<file path="config.mk">
export PLATFORM = sky130hd
export DESIGN_NAME = session_record_decoder_unit_flat
export DESIGN_NICKNAME = d
export VERILOG_FILES = /design/src/srd_pkg.sv /design/src/srd_if.sv /design/src/srd_parse.sv /design/src/session_record_decoder_unit.sv /design/src/flat_wrapper.sv
export SDC_FILE = /design/constraint.sdc
export NUM_CORES = 1
export LEC_CHECK = 0
export ABC_CLOCK_PERIOD_IN_PS = 14830
export BUFFER_PORTS_ARGS = -buffer_cell sky130_fd_sc_hd__buf_2
export CAP_MARGIN = 30
export CORE_ASPECT_RATIO = 0.5
export CORE_MARGIN = 1.5
export CORE_UTILIZATION = 60
export CTS_CLUSTER_DIAMETER = 100
export CTS_CLUSTER_SIZE = 25
export DETAILED_ROUTE_END_ITERATION = 8
export PLACE_DENSITY = 0.89
export SYNTH_ARGS = -nofsm -noshare
export SYNTH_HDL_FRONTEND = slang
export SYNTH_SLANG_ARGS = --single-unit
export TNS_END_PERCENT = 10
</file>
<file path="constraint.sdc">
create_clock -name clock -period 14.83 [get_ports clock]
set_input_delay 0.7415 -clock clock [delete_from_list [all_inputs] [get_ports clock]]
set_output_delay 0.7415 -clock clock [all_outputs]
set_load 0.02 [all_outputs]
</file>
<file path="src/srd_pkg.sv">
// Shared types, constants and helper functions for the session record decoder.
// Depends on nothing; srd_parse and the top level refer to it by scoped names.
package srd_pkg;

   localparam logic [31:0] REC_MAGIC      = 32'h5254_5342;
   localparam logic [15:0] REC_VERSION    = 16'h0001;
   localparam logic [15:0] CRC_INIT       = 16'hFFFF;
   localparam logic [15:0] CRC_POLY       = 16'h1021;
   localparam logic [15:0] CRC_TOP        = 16'h8000;
   localparam logic [15:0] REC_FLAG_VALID = 16'h0001;
   localparam logic [7:0]  HEADER_BYTES   = 8'd8;
   localparam logic [7:0]  FIELD_BASE     = 8'd8;
   localparam int          FIELD_COUNT    = 19;
   localparam logic [7:0]  FIELD_END      = 8'd27;
   localparam logic [7:0]  CRC_OFFSET     = 8'd30;
   localparam logic [7:0]  CRC_OFFSET_HI  = 8'd31;
   localparam int          FIELD_IDX_W    = $clog2(FIELD_COUNT);

   typedef enum logic [1:0] {
      STATUS_OK      = 2'd0,
      STATUS_EMPTY   = 2'd1,
      STATUS_INVALID = 2'd2
   } status_type;

   typedef struct packed {
      status_type  status;
      logic        record_valid;
      logic [15:0] secs_left;
      logic [15:0] run_minutes;
      logic [15:0] pause_secs_left;
      logic [31:0] target_pressure;
      logic [31:0] sequence_number;
      logic [7:0]  session_state;
      logic [7:0]  pauses_taken;
      logic [7:0]  pauses_allowed;
   } rsp_word_type;

   // One byte of CRC-16/CCITT-FALSE, MSB first.
   function automatic logic [15:0] crc16_byte(input logic [15:0] crc, input logic [7:0] b);
      logic [15:0] c;
      c = crc ^ {b, 8'h00};
      for (int i = 0; i < 8; i++) begin
         if ((c & CRC_TOP) != 16'h0000) begin
            c = {c[14:0], 1'b0} ^ CRC_POLY;
         end else begin
            c = {c[14:0], 1'b0};
         end
      end
      return c;
   endfunction

   // Expected value of header byte pos (0 to 7); the size word is little-endian.
   function automatic logic [7:0] expected_header(input logic [2:0] pos,
                                                  input logic [15:0] size);
      logic [7:0] e;
      unique case (pos)
         3'd0:    e = REC_MAGIC[7:0];
         3'd1:    e = REC_MAGIC[15:8];
         3'd2:    e = REC_MAGIC[23:16];
         3'd3:    e = REC_MAGIC[31:24];
         3'd4:    e = REC_VERSION[7:0];
         3'd5:    e = REC_VERSION[15:8];
         3'd6:    e = size[7:0];
         default: e = size[15:8];
      endcase
      return e;
   endfunction

endpackage

</file>
<file path="src/srd_if.sv">
// Valid/ready channel interfaces for the request bytes and the decoded result words.
// Depends on nothing; the payload widths follow the result word type in srd_pkg.
interface srd_req_if;
   logic       valid;
   logic       ready;
   logic [7:0] data_byte;
   logic       first_of_record;

   modport source (output valid, output data_byte, output first_of_record, input ready);
   modport sink   (input valid, input data_byte, input first_of_record, output ready);
endinterface

interface srd_rsp_if;
   logic               valid;
   logic               ready;
   logic [1:0]         status;
   logic               record_valid;
   logic [15:0]        secs_left;
   logic [15:0]        run_minutes;
   logic [15:0]        pause_secs_left;
   logic signed [31:0] target_pressure;
   logic [31:0]        sequence_number;
   logic [7:0]         session_state;
   logic [7:0]         pauses_taken;
   logic [7:0]         pauses_allowed;

   modport source (output valid, output status, output record_valid,
                   output secs_left, output run_minutes,
                   output pause_secs_left, output target_pressure,
                   output sequence_number, output session_state,
                   output pauses_taken, output pauses_allowed, input ready);
   modport sink   (input valid, input status, input record_valid,
                   input secs_left, input run_minutes,
                   input pause_secs_left, input target_pressure,
                   input sequence_number, input session_state,
                   input pauses_taken, input pauses_allowed, output ready);
endinterface

</file>
<file path="src/srd_parse.sv">
// Record parser: byte position, running CRC, header check and field capture.
// Depends on srd_pkg for the CRC and header functions and the result word type.
module srd_parse #(
   parameter int RECORD_BYTES = 32
) (
   input  logic                 clock,
   input  logic                 reset,
   input  logic                 step,
   input  logic [7:0]           data_byte,
   input  logic                 first_of_record,
   output logic                 last_byte,
   output srd_pkg::rsp_word_type result
);

   localparam int          POS_W     = $clog2(RECORD_BYTES);
   localparam logic [15:0] SIZE_WORD = 16'(RECORD_BYTES);
   localparam logic [7:0]  LAST_POS  = 8'(RECORD_BYTES - 1);

   logic [POS_W-1:0] pos_ff, pos_in;
   logic [15:0]      crc_ff, crc_in;
   logic             header_ff, header_in;
   logic [15:0]      check_ff, check_in;
   logic [7:0]       field_ff [srd_pkg::FIELD_COUNT];

   logic [7:0]                    pos;
   logic [15:0]                   crc_base;
   logic                          header_base;
   logic                          field_we;
   logic [srd_pkg::FIELD_IDX_W-1:0] field_idx;
   logic                          ok;

   always_comb begin
      pos         = first_of_record ? 8'd0 : 8'(pos_ff);
      crc_base    = first_of_record ? srd_pkg::CRC_INIT : crc_ff;
      header_base = first_of_record ? 1'b1 : header_ff;
      last_byte   = (pos == LAST_POS);

      crc_in = (pos < srd_pkg::CRC_OFFSET) ? srd_pkg::crc16_byte(crc_base, data_byte)
                                           : crc_base;
      header_in = header_base;
      if (pos < srd_pkg::HEADER_BYTES) begin
         header_in = header_base && (data_byte == srd_pkg::expected_header(pos[2:0], SIZE_WORD));
      end
      check_in = check_ff;
      if (pos == srd_pkg::CRC_OFFSET) begin
         check_in = {check_ff[15:8], data_byte};
      end else if (pos == srd_pkg::CRC_OFFSET_HI) begin
         check_in = {data_byte, check_ff[7:0]};
      end
      field_we  = (pos >= srd_pkg::FIELD_BASE) && (pos < srd_pkg::FIELD_END);
      field_idx = srd_pkg::FIELD_IDX_W'(pos - srd_pkg::FIELD_BASE);
      pos_in    = last_byte ? '0 : POS_W'(pos + 8'd1);
   end

   always_ff @(posedge clock) begin
      if (reset) begin
         pos_ff    <= '0;
         crc_ff    <= srd_pkg::CRC_INIT;
         header_ff <= 1'b1;
      end else if (step) begin
         pos_ff    <= pos_in;
         crc_ff    <= last_byte ? srd_pkg::CRC_INIT : crc_in;
         header_ff <= last_byte ? 1'b1 : header_in;
      end
   end

   // The stored check and field bytes are always rewritten before they are read.
   always_ff @(posedge clock) begin
      if (step) begin
         check_ff <= check_in;
         if (field_we) begin
            field_ff[field_idx] <= data_byte;
         end
      end
   end

   // The last byte never falls on a field byte, so the field registers are current.
   always_comb begin
      result = '0;
      ok     = field_ff[0][0] && ({field_ff[3], field_ff[2]} != 16'h0000);
      if (!header_in || (check_in != crc_in)) begin
         result.status = srd_pkg::STATUS_INVALID;
      end else begin
         result.status          = ok ? srd_pkg::STATUS_OK : srd_pkg::STATUS_EMPTY;
         result.record_valid    = ok;
         result.secs_left       = {field_ff[3], field_ff[2]};
         result.run_minutes     = {field_ff[5], field_ff[4]};
         result.pause_secs_left = {field_ff[7], field_ff[6]};
         result.target_pressure = {field_ff[11], field_ff[10], field_ff[9], field_ff[8]};
         result.sequence_number = {field_ff[15], field_ff[14], field_ff[13], field_ff[12]};
         result.session_state   = field_ff[16];
         result.pauses_taken    = field_ff[17];
         result.pauses_allowed  = field_ff[18];
      end
   end

endmodule

</file>
<file path="src/session_record_decoder_unit.sv">
// Top level of the session record decoder: input byte register, parser, result register.
// Depends on srd_pkg, srd_if.sv (srd_req_if, srd_rsp_if) and srd_parse.
//
// The decoder takes a stored session record one byte per word on the req channel,
// RECORD_BYTES bytes long, multi-byte fields little-endian. It runs CRC-16/CCITT-FALSE
// over bytes 0 to 29, checks the magic word, the version and the size field in bytes
// 0 to 7, and compares the CRC against bytes 30 and 31. After the last byte of a record
// exactly one word appears on the rsp channel: status INVALID with all fields zero on
// any mismatch, EMPTY when bit 0 of the flags word is clear or the remaining seconds
// are zero, otherwise OK with record_valid set. A record follows the previous one
// without any gap, and first_of_record set on a byte drops a partial record and makes
// that byte byte 0. The block accepts one byte every cycle while it is not stalled; a byte
// is held in the input register while the parser consumes it, and on the last byte of a
// record the parser's result is written into the result register, which drives rsp.
// Only a result that is still waiting on rsp while another last byte arrives holds
// the input side.
module session_record_decoder_unit #(
   parameter int RECORD_BYTES = 32
) (
   input logic          clock,
   input logic          reset,
   srd_req_if.sink      req,
   srd_rsp_if.source    rsp
);

   logic       req_valid_ff;
   logic [7:0] req_byte_ff;
   logic       req_first_ff;

   logic                  rsp_valid_ff, rsp_valid_in;
   srd_pkg::rsp_word_type rsp_word_ff;

   srd_pkg::rsp_word_type result;
   logic                  last_byte;
   logic                  stall;
   logic                  advance;

   // The parser consumes the registered byte unless it completes a record while the
   // previous result is still held by the consumer.
   assign stall     = req_valid_ff && last_byte && rsp_valid_ff && !rsp.ready;
   assign advance   = req_valid_ff && !stall;
   assign req.ready = !req_valid_ff || advance;

   assign rsp_valid_in = (advance && last_byte) || (rsp_valid_ff && !rsp.ready);

   srd_parse #(
      .RECORD_BYTES(RECORD_BYTES)
   ) u_parse (
      .clock          (clock),
      .reset          (reset),
      .step           (advance),
      .data_byte      (req_byte_ff),
      .first_of_record(req_first_ff),
      .last_byte      (last_byte),
      .result         (result)
   );

   always_ff @(posedge clock) begin
      if (reset) begin
         req_valid_ff <= 1'b0;
         rsp_valid_ff <= 1'b0;
      end else begin
         if (req.ready) begin
            req_valid_ff <= req.valid;
         end
         rsp_valid_ff <= rsp_valid_in;
      end
   end

   always_ff @(posedge clock) begin
      if (req.valid && req.ready) begin
         req_byte_ff  <= req.data_byte;
         req_first_ff <= req.first_of_record;
      end
      if (advance && last_byte) begin
         rsp_word_ff <= result;
      end
   end

   assign rsp.valid           = rsp_valid_ff;
   assign rsp.status          = rsp_word_ff.status;
   assign rsp.record_valid    = rsp_word_ff.record_valid;
   assign rsp.secs_left       = rsp_word_ff.secs_left;
   assign rsp.run_minutes     = rsp_word_ff.run_minutes;
   assign rsp.pause_secs_left = rsp_word_ff.pause_secs_left;
   assign rsp.target_pressure = $signed(rsp_word_ff.target_pressure);
   assign rsp.sequence_number = rsp_word_ff.sequence_number;
   assign rsp.session_state   = rsp_word_ff.session_state;
   assign rsp.pauses_taken    = rsp_word_ff.pauses_taken;
   assign rsp.pauses_allowed  = rsp_word_ff.pauses_allowed;

endmodule
</file>
<file path="src/flat_wrapper.sv">
// flat-port wrapper written by rule: the top's interface ports become plain ports
module session_record_decoder_unit_flat 
#(
   parameter int RECORD_BYTES = 32
)
  (clock, reset, req_valid, req_data_byte, req_first_of_record, req_ready, rsp_valid, rsp_status, rsp_record_valid, rsp_secs_left, rsp_run_minutes, rsp_pause_secs_left, rsp_target_pressure, rsp_sequence_number, rsp_session_state, rsp_pauses_taken, rsp_pauses_allowed, rsp_ready);
  srd_req_if req_i ();
  srd_rsp_if rsp_i ();
  input logic clock;
  input logic reset;
  input wire logic [$bits(req_i.valid)-1:0] req_valid;
  input wire logic [$bits(req_i.data_byte)-1:0] req_data_byte;
  input wire logic [$bits(req_i.first_of_record)-1:0] req_first_of_record;
  output wire logic [$bits(req_i.ready)-1:0] req_ready;
  output wire logic [$bits(rsp_i.valid)-1:0] rsp_valid;
  output wire logic [$bits(rsp_i.status)-1:0] rsp_status;
  output wire logic [$bits(rsp_i.record_valid)-1:0] rsp_record_valid;
  output wire logic [$bits(rsp_i.secs_left)-1:0] rsp_secs_left;
  output wire logic [$bits(rsp_i.run_minutes)-1:0] rsp_run_minutes;
  output wire logic [$bits(rsp_i.pause_secs_left)-1:0] rsp_pause_secs_left;
  output wire logic [$bits(rsp_i.target_pressure)-1:0] rsp_target_pressure;
  output wire logic [$bits(rsp_i.sequence_number)-1:0] rsp_sequence_number;
  output wire logic [$bits(rsp_i.session_state)-1:0] rsp_session_state;
  output wire logic [$bits(rsp_i.pauses_taken)-1:0] rsp_pauses_taken;
  output wire logic [$bits(rsp_i.pauses_allowed)-1:0] rsp_pauses_allowed;
  input wire logic [$bits(rsp_i.ready)-1:0] rsp_ready;
  assign req_i.valid = req_valid;
  assign req_i.data_byte = req_data_byte;
  assign req_i.first_of_record = req_first_of_record;
  assign req_ready = req_i.ready;
  assign rsp_valid = rsp_i.valid;
  assign rsp_status = rsp_i.status;
  assign rsp_record_valid = rsp_i.record_valid;
  assign rsp_secs_left = rsp_i.secs_left;
  assign rsp_run_minutes = rsp_i.run_minutes;
  assign rsp_pause_secs_left = rsp_i.pause_secs_left;
  assign rsp_target_pressure = rsp_i.target_pressure;
  assign rsp_sequence_number = rsp_i.sequence_number;
  assign rsp_session_state = rsp_i.session_state;
  assign rsp_pauses_taken = rsp_i.pauses_taken;
  assign rsp_pauses_allowed = rsp_i.pauses_allowed;
  assign rsp_i.ready = rsp_ready;
  session_record_decoder_unit #(.RECORD_BYTES(RECORD_BYTES)) u_core (.clock(clock), .reset(reset), .req(req_i), .rsp(rsp_i));
endmodule
</file>
Word level (Yosys, flattened, before mapping). Memories as Yosys holds them, arrays and structs flattened. A register that Yosys moved wholly into a read port is not among the register bits. Cells that the tools add are included. W data, S select, Z words.

Bits in latches: 0. Register bits: 68. RAM bits: 152. Logic and storage cells: 79. Bits of input ports: 13. Bits in read-only memories: 0. Memories kept: 1. Output and inout port bits: 141.

Order comparisons: 4. Add/subtract/negate cells: 2. Multipliers: 0. Divide/modulo/power cells: 0. Shifts and indexed selects: 0. Reduce and logical (&&, ||, !) cells: 19. Eq/ne operators: 9. Multiplexer cells: 24. Bitwise gates (word level): 9.

Memory list: u_core.u_parse.field_ff (words 19, bits a word 8, rd ports 18, clocked after Yosys merged registers in 15, wr ports 1, RTL line srd_parse.sv:23) `logic [7:0] field_ff [srd_pkg::FIELD_COUNT];`.

Operator list (count): $mux W13 (8); $mux W16 (5); $pmux W7 S6 (1); $not A3 Y3 (8); $eq A8 B5 Y1 const B (2); $lt A8 B5 Y1 const B (2); $ne A16 B16 Y1 (1); $reduce_bool A16 Y1 (1); $xor A16 B16 Y16 (1); $logic_and A1 B1 Y1 (10); $mux W5 (2); $eq A8 B8 Y1 (1); $ge A8 B4 Y1 const B (1); $lt A8 B4 Y1 const B (1); $mux W8 (1); $mux W1 (7); $eq A3 B2 Y1 const B (2); $eq A3 B3 Y1 const B (2); $add A5 B1 Y5 const B (1); $sub A5 B4 Y5 const B (1); $logic_not A1 Y1 (4); $eq A3 B1 Y1 const B (1); $logic_not A3 Y1 (1); $logic_or A1 B1 Y1 (3).

Longest topological paths before layout. Gate-level depths: netlist of the first run.

Depth in word-level cells: 21. Mapped depth: 19. Mapped depth without buffers: 13.

By module. Synthesis of the first run repeated with hierarchy kept, for this count alone.

Cell total of the unflattened synthesis: 842. Area, all modules: 13120.1 µm².

Modules (own cells, without submodules): srd_parse (cells an instance 682, seq. area each 5034.8 µm², times used 1, area an instance 8572.0 µm²); session_record_decoder_unit (cells an instance 160, seq. area each 4484.3 µm², times used 1, area an instance 4548.1 µm²).

Worst setup path after synthesis of the first run. No wires, ideal clock.

Path kind: flip-flop to flip-flop. From: register u_core.req_first_ff. To: register u_core.u_parse.crc_ff[3]. Period minus slack after synthesis: 9.291 ns. Setup time: 0.079 ns. Cell stages (with the launch flop): 15. Path buffers: 4. Path slack: 5.539 ns. Data required time: 14.751 ns. Arrival time: 9.212 ns. Path through: edfxtp_1 > buf_2 > clkinv_1 > clkbuf_1 > nand2_1 > inv_1 > ha_1 > and3_1 > ha_1 > clkbuf_1 > nand2_1 > nor2_1 > nor2_1 > clkbuf_1 > o211ai_1.

Word-level cells in the longest chain between the ends: 10. Elaborated cells on any way between the ends: 18. Those cells by class: order compare (1); eq/ne (1); mux (9); bitwise (2); reduce/logical (5).

RTL lines: from (decl) (RTL line session_record_decoder_unit.sv:28) `logic req_first_ff;`; from (signal assigned) (RTL line session_record_decoder_unit.sv:73) `req_first_ff <= req.first_of_record;`; $mux W16 (RTL line srd_parse.sv:34) `crc_base = first_of_record ? srd_pkg::CRC_INIT : crc_ff;`; $xor A16 B16 Y16 (RTL line srd_pkg.sv:41) `c = crc ^ {b, 8'h00};`; $not A3 Y3 (no line); $mux W13 (5 in series) (RTL line srd_pkg.sv:43) `if ((c & CRC_TOP) != 16'h0000) begin`; $mux W16 (RTL line srd_parse.sv:38) `crc_in = (pos < srd_pkg::CRC_OFFSET) ? srd_pkg::crc16_byte(crc_base, data_byte)`; $mux W16 (RTL line srd_parse.sv:62) `crc_ff <= last_byte ? srd_pkg::CRC_INIT : crc_in;`; to (signal assigned) (RTL line srd_parse.sv:58) `crc_ff <= srd_pkg::CRC_INIT;`; to (signal assigned) (RTL line srd_parse.sv:62); to (decl) (RTL line srd_parse.sv:20) `logic [15:0] crc_ff, crc_in;`.

Parallel ways exist; a longest one is shown, timed or not. A chain may end at the register's enable or synchronous reset.

Worst setup path after layout of the first run.
From: register u_core.req_first_ff. To: register rsp_pauses_allowed[4] (netlist name).

Elaborated cells on any way between the ends: 47. Those cells by class: order compare (2); eq/ne (9); mux (17); bitwise (9); reduce/logical (10).

RTL lines: $mux W5 (*) (RTL line srd_parse.sv:33) `pos = first_of_record ? 8'd0 : 8'(pos_ff);`; $eq A8 B5 Y1 (RTL line srd_parse.sv:47) `end else if (pos == srd_pkg::CRC_OFFSET_HI) begin`; $mux W16 (RTL line srd_parse.sv:47); $mux W16 (*) (RTL line srd_parse.sv:45) `if (pos == srd_pkg::CRC_OFFSET) begin`; named net u_core.u_parse.check_in[8] (RTL line srd_parse.sv:22) `logic [15:0] check_ff, check_in;`; $ne A16 B16 Y1 (*) (RTL line srd_parse.sv:81) `if (!header_in || (check_in != crc_in)) begin`; $logic_or A1 B1 Y1 (*) (RTL line srd_parse.sv:81).

Mark *: on every way through the listed nets, which the timed path passes. The rest lies on a longest branch. The select of a mux whose other input is x is not followed.

==> run_results.csv, run 1 <==
group,metric,value,unit
cts,htreeDepth,1,
timing,finalCritPeriodShare,41.7,%
logic_synthesis,ys_ff_latch,325,
setup_path,critPathMostFrequentCell,"buf_4",
placement,io_buffers,153,
timing,tns,0,ns
timing,drv_slew,0,
grt,grt-ovfl-total,0,
placement,dpl_cell_area,15000,µm²
floorplanning,initial_core_util,61.4,%
logic_synthesis,synth_edf_count,301,
power_and_ir_drop,power_frac_seq,61.4,%
placement,gp_congestion,0.860,
finish,multi_input_area,3590,µm²
setup_path,endpoint_kind,"flop",
setup_path,rrSetupSlack,8.64,ns
finish,final_nets,1136,
power_and_ir_drop,internal_power,1.25,mW
setup_path,crit_fanout,51,
timing,fin_ws,8.64,ns
placement,place_ws,8.80,ns
timing,grt_setup_unrepaired,"false",
power_and_ir_drop,p_leak,4.85,nW
timing,skew,0.0252,ns
setup_path,r2r_start,"u_core.req_first_ff$_DFFE_PP_",
grt,antenna_found_initial,0,
cts,clk_latency,0.51,ns
timing,timing.fmax,0.162,GHz
setup_path,cp.arrival,6.40,ns
route,routed_via_density,6.02,
route,drc_errors,0,
setup_path,worst_ep_required_time,15.04,ns
logic_synthesis,syn_area,14100,µm²
run,cap_violations,0,
setup_path,setup.worst_path.end,"rsp_pauses_allowed[4]$_SDFFCE_PP0P_",
cts,holdBufCountCts,0,
route,drt-total-wl,30.6,mm
setup_path,crit_type,"flop to flop",
timing,maxSlewHeadroom,38.6,%
logic_synthesis,synth.avg_cell_area,14.1,µm²
floorplanning,die_h,111,µm
finish,syn_to_final_growth,10.3,%
cts,cts_resized,0,
logic_synthesis,syn_inst,995,
power_and_ir_drop,p_clk_share,29.1,%
grt,grt_max_degree,140,
timing,worst-slew-pin-transition,0.921,ns
finish,fin_util,67.8,%
route,drt_first_pass_iters,5,
timing,finalSetupViolations,0,
cts,cts_tree,"built",
logic_synthesis,seq_area_frac_synth,67.7,%
power_and_ir_drop,totalPowerFinal,1.64,mW
power_and_ir_drop,irDropWorstVdd,0.0825,mV
finish,seqCellArea,9520,µm²
timing,post-route-min-period,6.19,ns
setup_path,cp-startpoint,"u_core.req_first_ff$_DFFE_PP_",
hold_path,hold_class,"primary input to flop",
finish,stdcell_area,15500,µm²
grt,grt_pass1_vias,8314,
logic_synthesis,yosys_warnings,0,
floorplanning,ios,154,
setup_path,crit_slowest_cell,"buf_4",
logic_synthesis,synth_nets,1016,
cts,cts_root_buf,"clkbuf_16",
setup_path,r2r_end,"rsp_pauses_allowed[4]$_SDFFCE_PP0P_",
route,num_vias,8584,
placement,dpl.hpwl,18.9,mm
route,route.met3.wl,2.26,mm
route,highest_layer,"met4",
finish,fillers,1430,
route,wirelength_met1,12.0,mm
cts,clockBufferDepth,3,
logic_synthesis,yosysUniqueCellTypes,66,
floorplanning,core-area,22900,µm²
cts,cts_buffers,16,
floorplanning,row_count,39,
logic_synthesis,ys.flop_type,"edfxtp_1",
setup_path,critPathLaunchType,"flop",
route,post_drt_wl_per_cell,21.5,µm
route,first_iter_violations,1228,
logic_synthesis,synth-async-reset-ratio,0,%
cts,cts_setup_buffers,0,
power_and_ir_drop,pwr-share-comb,9.6,%
cts,clkTransAtPathRegs,0.11,ns
power_and_ir_drop,swShare,23.6,%
route,detail-route-antenna-nets,0,
outcome,status,"complete, no violations",
route,routed-wl-met2,15.6,mm
setup_path,cp_cell_sequence,"buf_4, clkinv_1, nand2_1, inv_1, ha_1, and3_1, ha_1, o21ai_2, mux2_2, or4_1, o211ai_1, or4b_4, buf_4, buf_4, nor4_1",
timing,hold_viol_final,0,
finish,antenna_cells,0,
power_and_ir_drop,switching_power,0.387,mW
finish,layout-drive-gt1-share,28.3,%
cts,cts_sinks,325,
grt,groute.usage.overall,25.3,%
floorplanning,die_x,219,µm
setup_path,critPathMaxStageDelay,0.74,ns
grt,grt_pass1_wl,47.1,mm
floorplanning,die-area,24400,µm²
power_and_ir_drop,power_density,106,nW/µm²
setup_path,reg2reg_depth,15,
state kept, by name (all words and copies together) (netlist names):
name / flops
u_core.req_byte_ff: 8
u_core.u_parse.crc_ff: 16
rsp_sequence_number: 32
u_core.u_parse.field_ff: 137
u_core.rsp.record_valid: 1
rsp_pause_secs_left: 16
u_core.req_valid_ff: 1
rsp_target_pressure: 32
u_core.u_parse.pos_ff: 5
rsp_pauses_taken: 8
rsp_session_state: 8
u_core.u_parse.check_ff: 16
rsp_run_minutes: 16
u_core.rsp.valid: 1
u_core.req_first_ff: 1
rsp_pauses_allowed: 8
u_core.u_parse.header_ff: 1
rsp_secs_left: 16
u_core.rsp.status: 2
critical path, delay by kind of cell (launching register included):
| kind | cells | cell delay [ns] |
|---|---|---|
| AOI/OAI and AO/OA | 2 | 0.32 |
| adders and majority gates | 2 | 0.56 |
| buffers and inverters | 5 | 2.36 |
| DFF | 1 | 0.34 |
| muxes | 1 | 0.40 |
| and+or+nand+nor | 5 | 1.80 |
cells in the mapped netlist (9+ instances only):
| cell type | n | area [µm²] |
|---|---|---|
| buf_1 | 9 | 33.8 |
| nor4_1 | 35 | 219 |
| edfxtp_1 | 301 | 9040 |
| xnor2_1 | 17 | 149 |
| buf_6 | 13 | 146 |
| nor3_1 | 14 | 70.1 |
| nand2_1 | 41 | 154 |
| dfxtp_1 | 24 | 480 |
| o211ai_1 | 14 | 105 |
| nand3_1 | 12 | 60.1 |
| inv_1 | 156 | 586 |
| clkbuf_1 | 42 | 158 |
| xor2_1 | 14 | 123 |
| nor4_2 | 110 | 1380 |
| nor2_1 | 44 | 165 |
| a21oi_1 | 16 | 80.1 |
per-stage QoR:
stage               hold WS (ns)  std cells
floorplan                  0.443        995
global placement           0.458       1401
detailed placement         0.468       1403
CTS                        0.390       1425
global route               0.388       1426
finish                     0.398       1426
power groups by stage:
stage | Combinational [mW] | Sequential [mW] | Clock [mW]
floorplan | 0.108 | 1.03 | 0
global placement | 0.143 | 1.03 | 0
detailed placement | 0.148 | 1.03 | 0
CTS | 0.148 | 1.01 | 0.478
global route | 0.166 | 1.01 | 0.505
finish | 0.157 | 1.01 | 0.477
cells in the final DEF, fill, tap and decap left out, drive strengths merged, types with 5 or more instances in the layout:
master	instances
edfxtp	301
buf	175
inv	156
nor4	145
nor2	44
nand2	41
dfxtp	24
clkbuf	22
xnor2	17
a21oi	16
o211ai	14
xor2	14
nor3	14
nand3	12
o21ai	10
mux2i	8
ha	8
and3	7
mux2	7
a31oi	7
or3	5
per-layer routing:
layer  GRT usage [%]  up-vias
met3            2.91       59
met2            43.6      441
met5               0        -
met4            6.48        0
li1                -     3861
met1            34.4     4223
logic make-up after synthesis:
family / share of synthesized area, %
compound gates: 4.34
xor+xnor: 2.42
fa+ha+maj: 0.712
buf+inv: 6.93
flops: 67.7
mux: 1.13
simple gates: 16.7
how the worst min path moves through the flow:
stage | from | to | slack [ns] | depth (start not counted)
after floorplan | u_core.u_parse.crc_ff[6]$_SDFFE_PP1P_ | u_core.u_parse.crc_ff[6]$_SDFFE_PP1P_ | 0.44 | 2
after global placement | u_core.u_parse.crc_ff[6]$_SDFFE_PP1P_ | u_core.u_parse.crc_ff[6]$_SDFFE_PP1P_ | 0.46 | 2
after detailed placement | u_core.u_parse.crc_ff[6]$_SDFFE_PP1P_ | u_core.u_parse.crc_ff[6]$_SDFFE_PP1P_ | 0.47 | 2
after CTS | req_data_byte[5] | u_core.req_byte_ff[5]$_DFFE_PP_ | 0.39 | 1
after global routing | req_data_byte[5] | u_core.req_byte_ff[5]$_DFFE_PP_ | 0.39 | 1
final | req_data_byte[5] | u_core.req_byte_ff[5]$_DFFE_PP_ | 0.40 | 1
final cells by class:
cell class / instances / share of cell area, %
inverter: 157 / 3.80
tap: 307 / 2.48
timing repair buffer: 175 / 6.34
clock buffer: 22 / 2.86
sequential: 325 / 61.4
multi-input combinational: 440 / 23.1
No activity file was read; power rests on OpenSTA's default activity.
==> inputs of run 2 (changes only) <==
--- a/config.mk
+++ b/config.mk
@@ -5,16 +5,16 @@
 export SDC_FILE = /design/constraint.sdc
 export NUM_CORES = 1
 export LEC_CHECK = 0
-export ABC_CLOCK_PERIOD_IN_PS = 14830
+export ABC_CLOCK_PERIOD_IN_PS = 5000
 export BUFFER_PORTS_ARGS = -buffer_cell sky130_fd_sc_hd__buf_2
 export CAP_MARGIN = 30
 export CORE_ASPECT_RATIO = 0.5
 export CORE_MARGIN = 1.5
-export CORE_UTILIZATION = 60
+export CORE_UTILIZATION = 53
 export CTS_CLUSTER_DIAMETER = 100
 export CTS_CLUSTER_SIZE = 25
 export DETAILED_ROUTE_END_ITERATION = 8
-export PLACE_DENSITY = 0.89
+export PLACE_DENSITY = 0.84
 export SYNTH_ARGS = -nofsm -noshare
 export SYNTH_HDL_FRONTEND = slang
 export SYNTH_SLANG_ARGS = --single-unit
==> constraint.sdc (replaced) <==
create_clock -name clock -period 5 [get_ports clock]
set_input_delay 0.25 -clock clock [delete_from_list [all_inputs] [get_ports clock]]
set_output_delay 0.25 -clock clock [all_outputs]
set_load 0.02 [all_outputs]
==> run 2 against run 1 <==
Compared with the run above:
- clock skew fell by 0.0040 ns
- register-to-register slack got worse by 7.9 ns
- clock power rose to 3.0 times the previous value
- first-iteration DRC count down 27%
- global-route usage decreased by 3.0 points
- non-clock buffer count up 13
- sequential cell count stayed put
- maximum frequency rose by 44%
- critical path type unchanged
- largest cell class unchanged
- highest routed layer unchanged
==> run_results.csv, run 2 (synthesis gave the netlist of run 1 again) <==
group,metric,value,unit
setup_path,cp-startpoint,"u_core.req_first_ff$_DFFE_PP_",
grt,groute.usage.overall,22.3,%
grt,grt-ovfl-total,0,
floorplanning,die_x,233,µm
placement,dp_cells,1444,
finish,layout-drive-gt1-share,28.4,%
finish,syn_to_final_growth,11.6,%
outcome,status,"complete, no violations",
run,cap_violations,0,
floorplanning,die-area,27600,µm²
route,num_vias,8561,
cts,cts_tree,"built",
grt,grt_max_degree,140,
route,routed_via_density,5.80,
timing,hold_viol_final,0,
cts,clkTransAtPathRegs,0.11,ns
setup_path,crit_type,"flop to flop",
timing,post-route-min-period,4.30,ns
setup_path,r2r_start,"u_core.req_first_ff$_DFFE_PP_",
timing,timing.fmax,0.232,GHz
route,drc_errors,0,
finish,fin_cells,1476,
cts,cts_setup_buffers,0,
setup_path,critPathMaxStageDelay,0.79,ns
timing,maxSlewHeadroom,29.7,%
finish,largest_reg_flops,137,
finish,regMostFlops,"u_core.u_parse.field_ff",
route,detail-route-antenna-nets,0,
timing,grt_setup_unrepaired,"false",
cts,htreeDepth,1,
grt,grt_pass1_vias,8412,
floorplanning,row_count,41,
timing,tns,0,ns
setup_path,endpoint_kind,"flop",
setup_path,critPathMostFrequentCell,"inv_1",
finish,antenna_cells,0,
cts,cts_root_buf,"clkbuf_16",
cts,clockBufferDepth,3,
floorplanning,initial_core_util,54.9,%
hold_path,worstHoldStart,"reset",
hold_path,hold_class,"primary input to flop",
timing,drv_slew,0,
floorplanning,die_h,118,µm
route,post_drt_wl_per_cell,20.8,µm
setup_path,crit_fanout,51,
floorplanning,core-area,25600,µm²
route,drt-total-wl,30.6,mm
route,first_iter_violations,899,
placement,io_buffers,153,
floorplanning,ios,154,
cts,cts_buffers,16,
placement,dpl.hpwl,19.6,mm
power_and_ir_drop,power_density,311,nW/µm²
setup_path,cp_cell_sequence,"clkinv_1, nand2_1, inv_1, ha_1, inv_1, o21ai_0, mux2_2, a31oi_1, o211ai_1, or4b_4, buf_12, nor4_2",
timing,finalCritPeriodShare,86.1,%
timing,skew,0.0213,ns
setup_path,worst_ep_required_time,5.30,ns
route,drt_first_pass_iters,5,
timing,worst-slew-pin-transition,1.05,ns
power_and_ir_drop,irDropWorstVdd,0.210,mV
setup_path,crit_slowest_cell,"or4b_4",
finish,final_nets,1149,
setup_path,cp.arrival,4.60,ns
grt,grt_pass1_wl,47.4,mm
finish,layout_common_cells,"301 x edfxtp_1, 156 x inv_1, 153 x buf_2",
cts,cts_sinks,325,
finish,final_common_cell,"edfxtp_1",
power_and_ir_drop,p_leak,6.03,nW
setup_path,critPathLaunchType,"flop",
timing,finalSetupViolations,0,
placement,gp_congestion,0.913,
cts,clk_latency,0.51,ns
grt,antenna_found_initial,0,
run 2: metal layers:
layer / track usage, % / up-vias / part of all wire (%)
li1: - / 3892 / -
met3: 3.31 / 59 / 7.0
met4: 7.18 / 0 / 2.9
met1: 30.4 / 4241 / 41
met5: 0 / - / 0
met2: 36.9 / 369 / 49
run 2: metrics by stage:
step	setup WS (ns)	hold slack [ns]	utilization, %	power (mW)	cell area [µm²]
finish	0.697	0.0284	61.3	4.88	15700
global route	0.577	0.0235	61.3	5.03	15700
CTS	0.831	0.00707	61.2	4.89	15700
detailed placement	0.890	0.429	59.2	3.51	15100
global placement	1.03	0.428	59.1	3.50	15100
floorplan	0.0171	0.349	-	3.38	14100
run 2: layout make-up:
| cell class | instances | area (µm²) |
|---|---|---|
| clock buffer | 22 | 444 |
| fill | 1831 | 9910 |
| tap | 344 | 430 |
| sequential | 325 | 9520 |
| timing repair buffer | 188 | 1110 |
| multi-input combinational | 440 | 3590 |
| inverter | 157 | 589 |
run 2: final timing paths:
path / endpoint / slack (ns) / depth (start not counted)
max reg2reg: rsp_pauses_taken[3]$_SDFFCE_PP0P_ / 0.70 / 12
min reg2reg: u_core.u_parse.crc_ff[6]$_SDFFE_PP1P_ / 0.52 / 2
min: u_core.u_parse.pos_ff[4]$_SDFFE_PP0P_ / 0.03 / 2
max: rsp_pauses_taken[3]$_SDFFCE_PP0P_ / 0.70 / 12
run 2: repair_timing:
action | in CTS | in global routing
resized for setup | 0 | 0
hold endpoints to repair | 9 | 0
hold buffers | 9 | 0
run 2: report_power, final:
group	internal, mW	switching, mW
sequential	2.97	0.0367
combinational	0.135	0.326
clock	0.626	0.788
run 2: critical path: cells and delay by family (launching register included):
kind | cells | cell delay [ns]
AOI/OAI and AO/OA | 3 | 0.84
muxes | 1 | 0.41
adders and majority gates | 1 | 0.37
buffers and inverters | 4 | 0.71
and+or+nand+nor | 3 | 1.25
DFF | 1 | 0.42
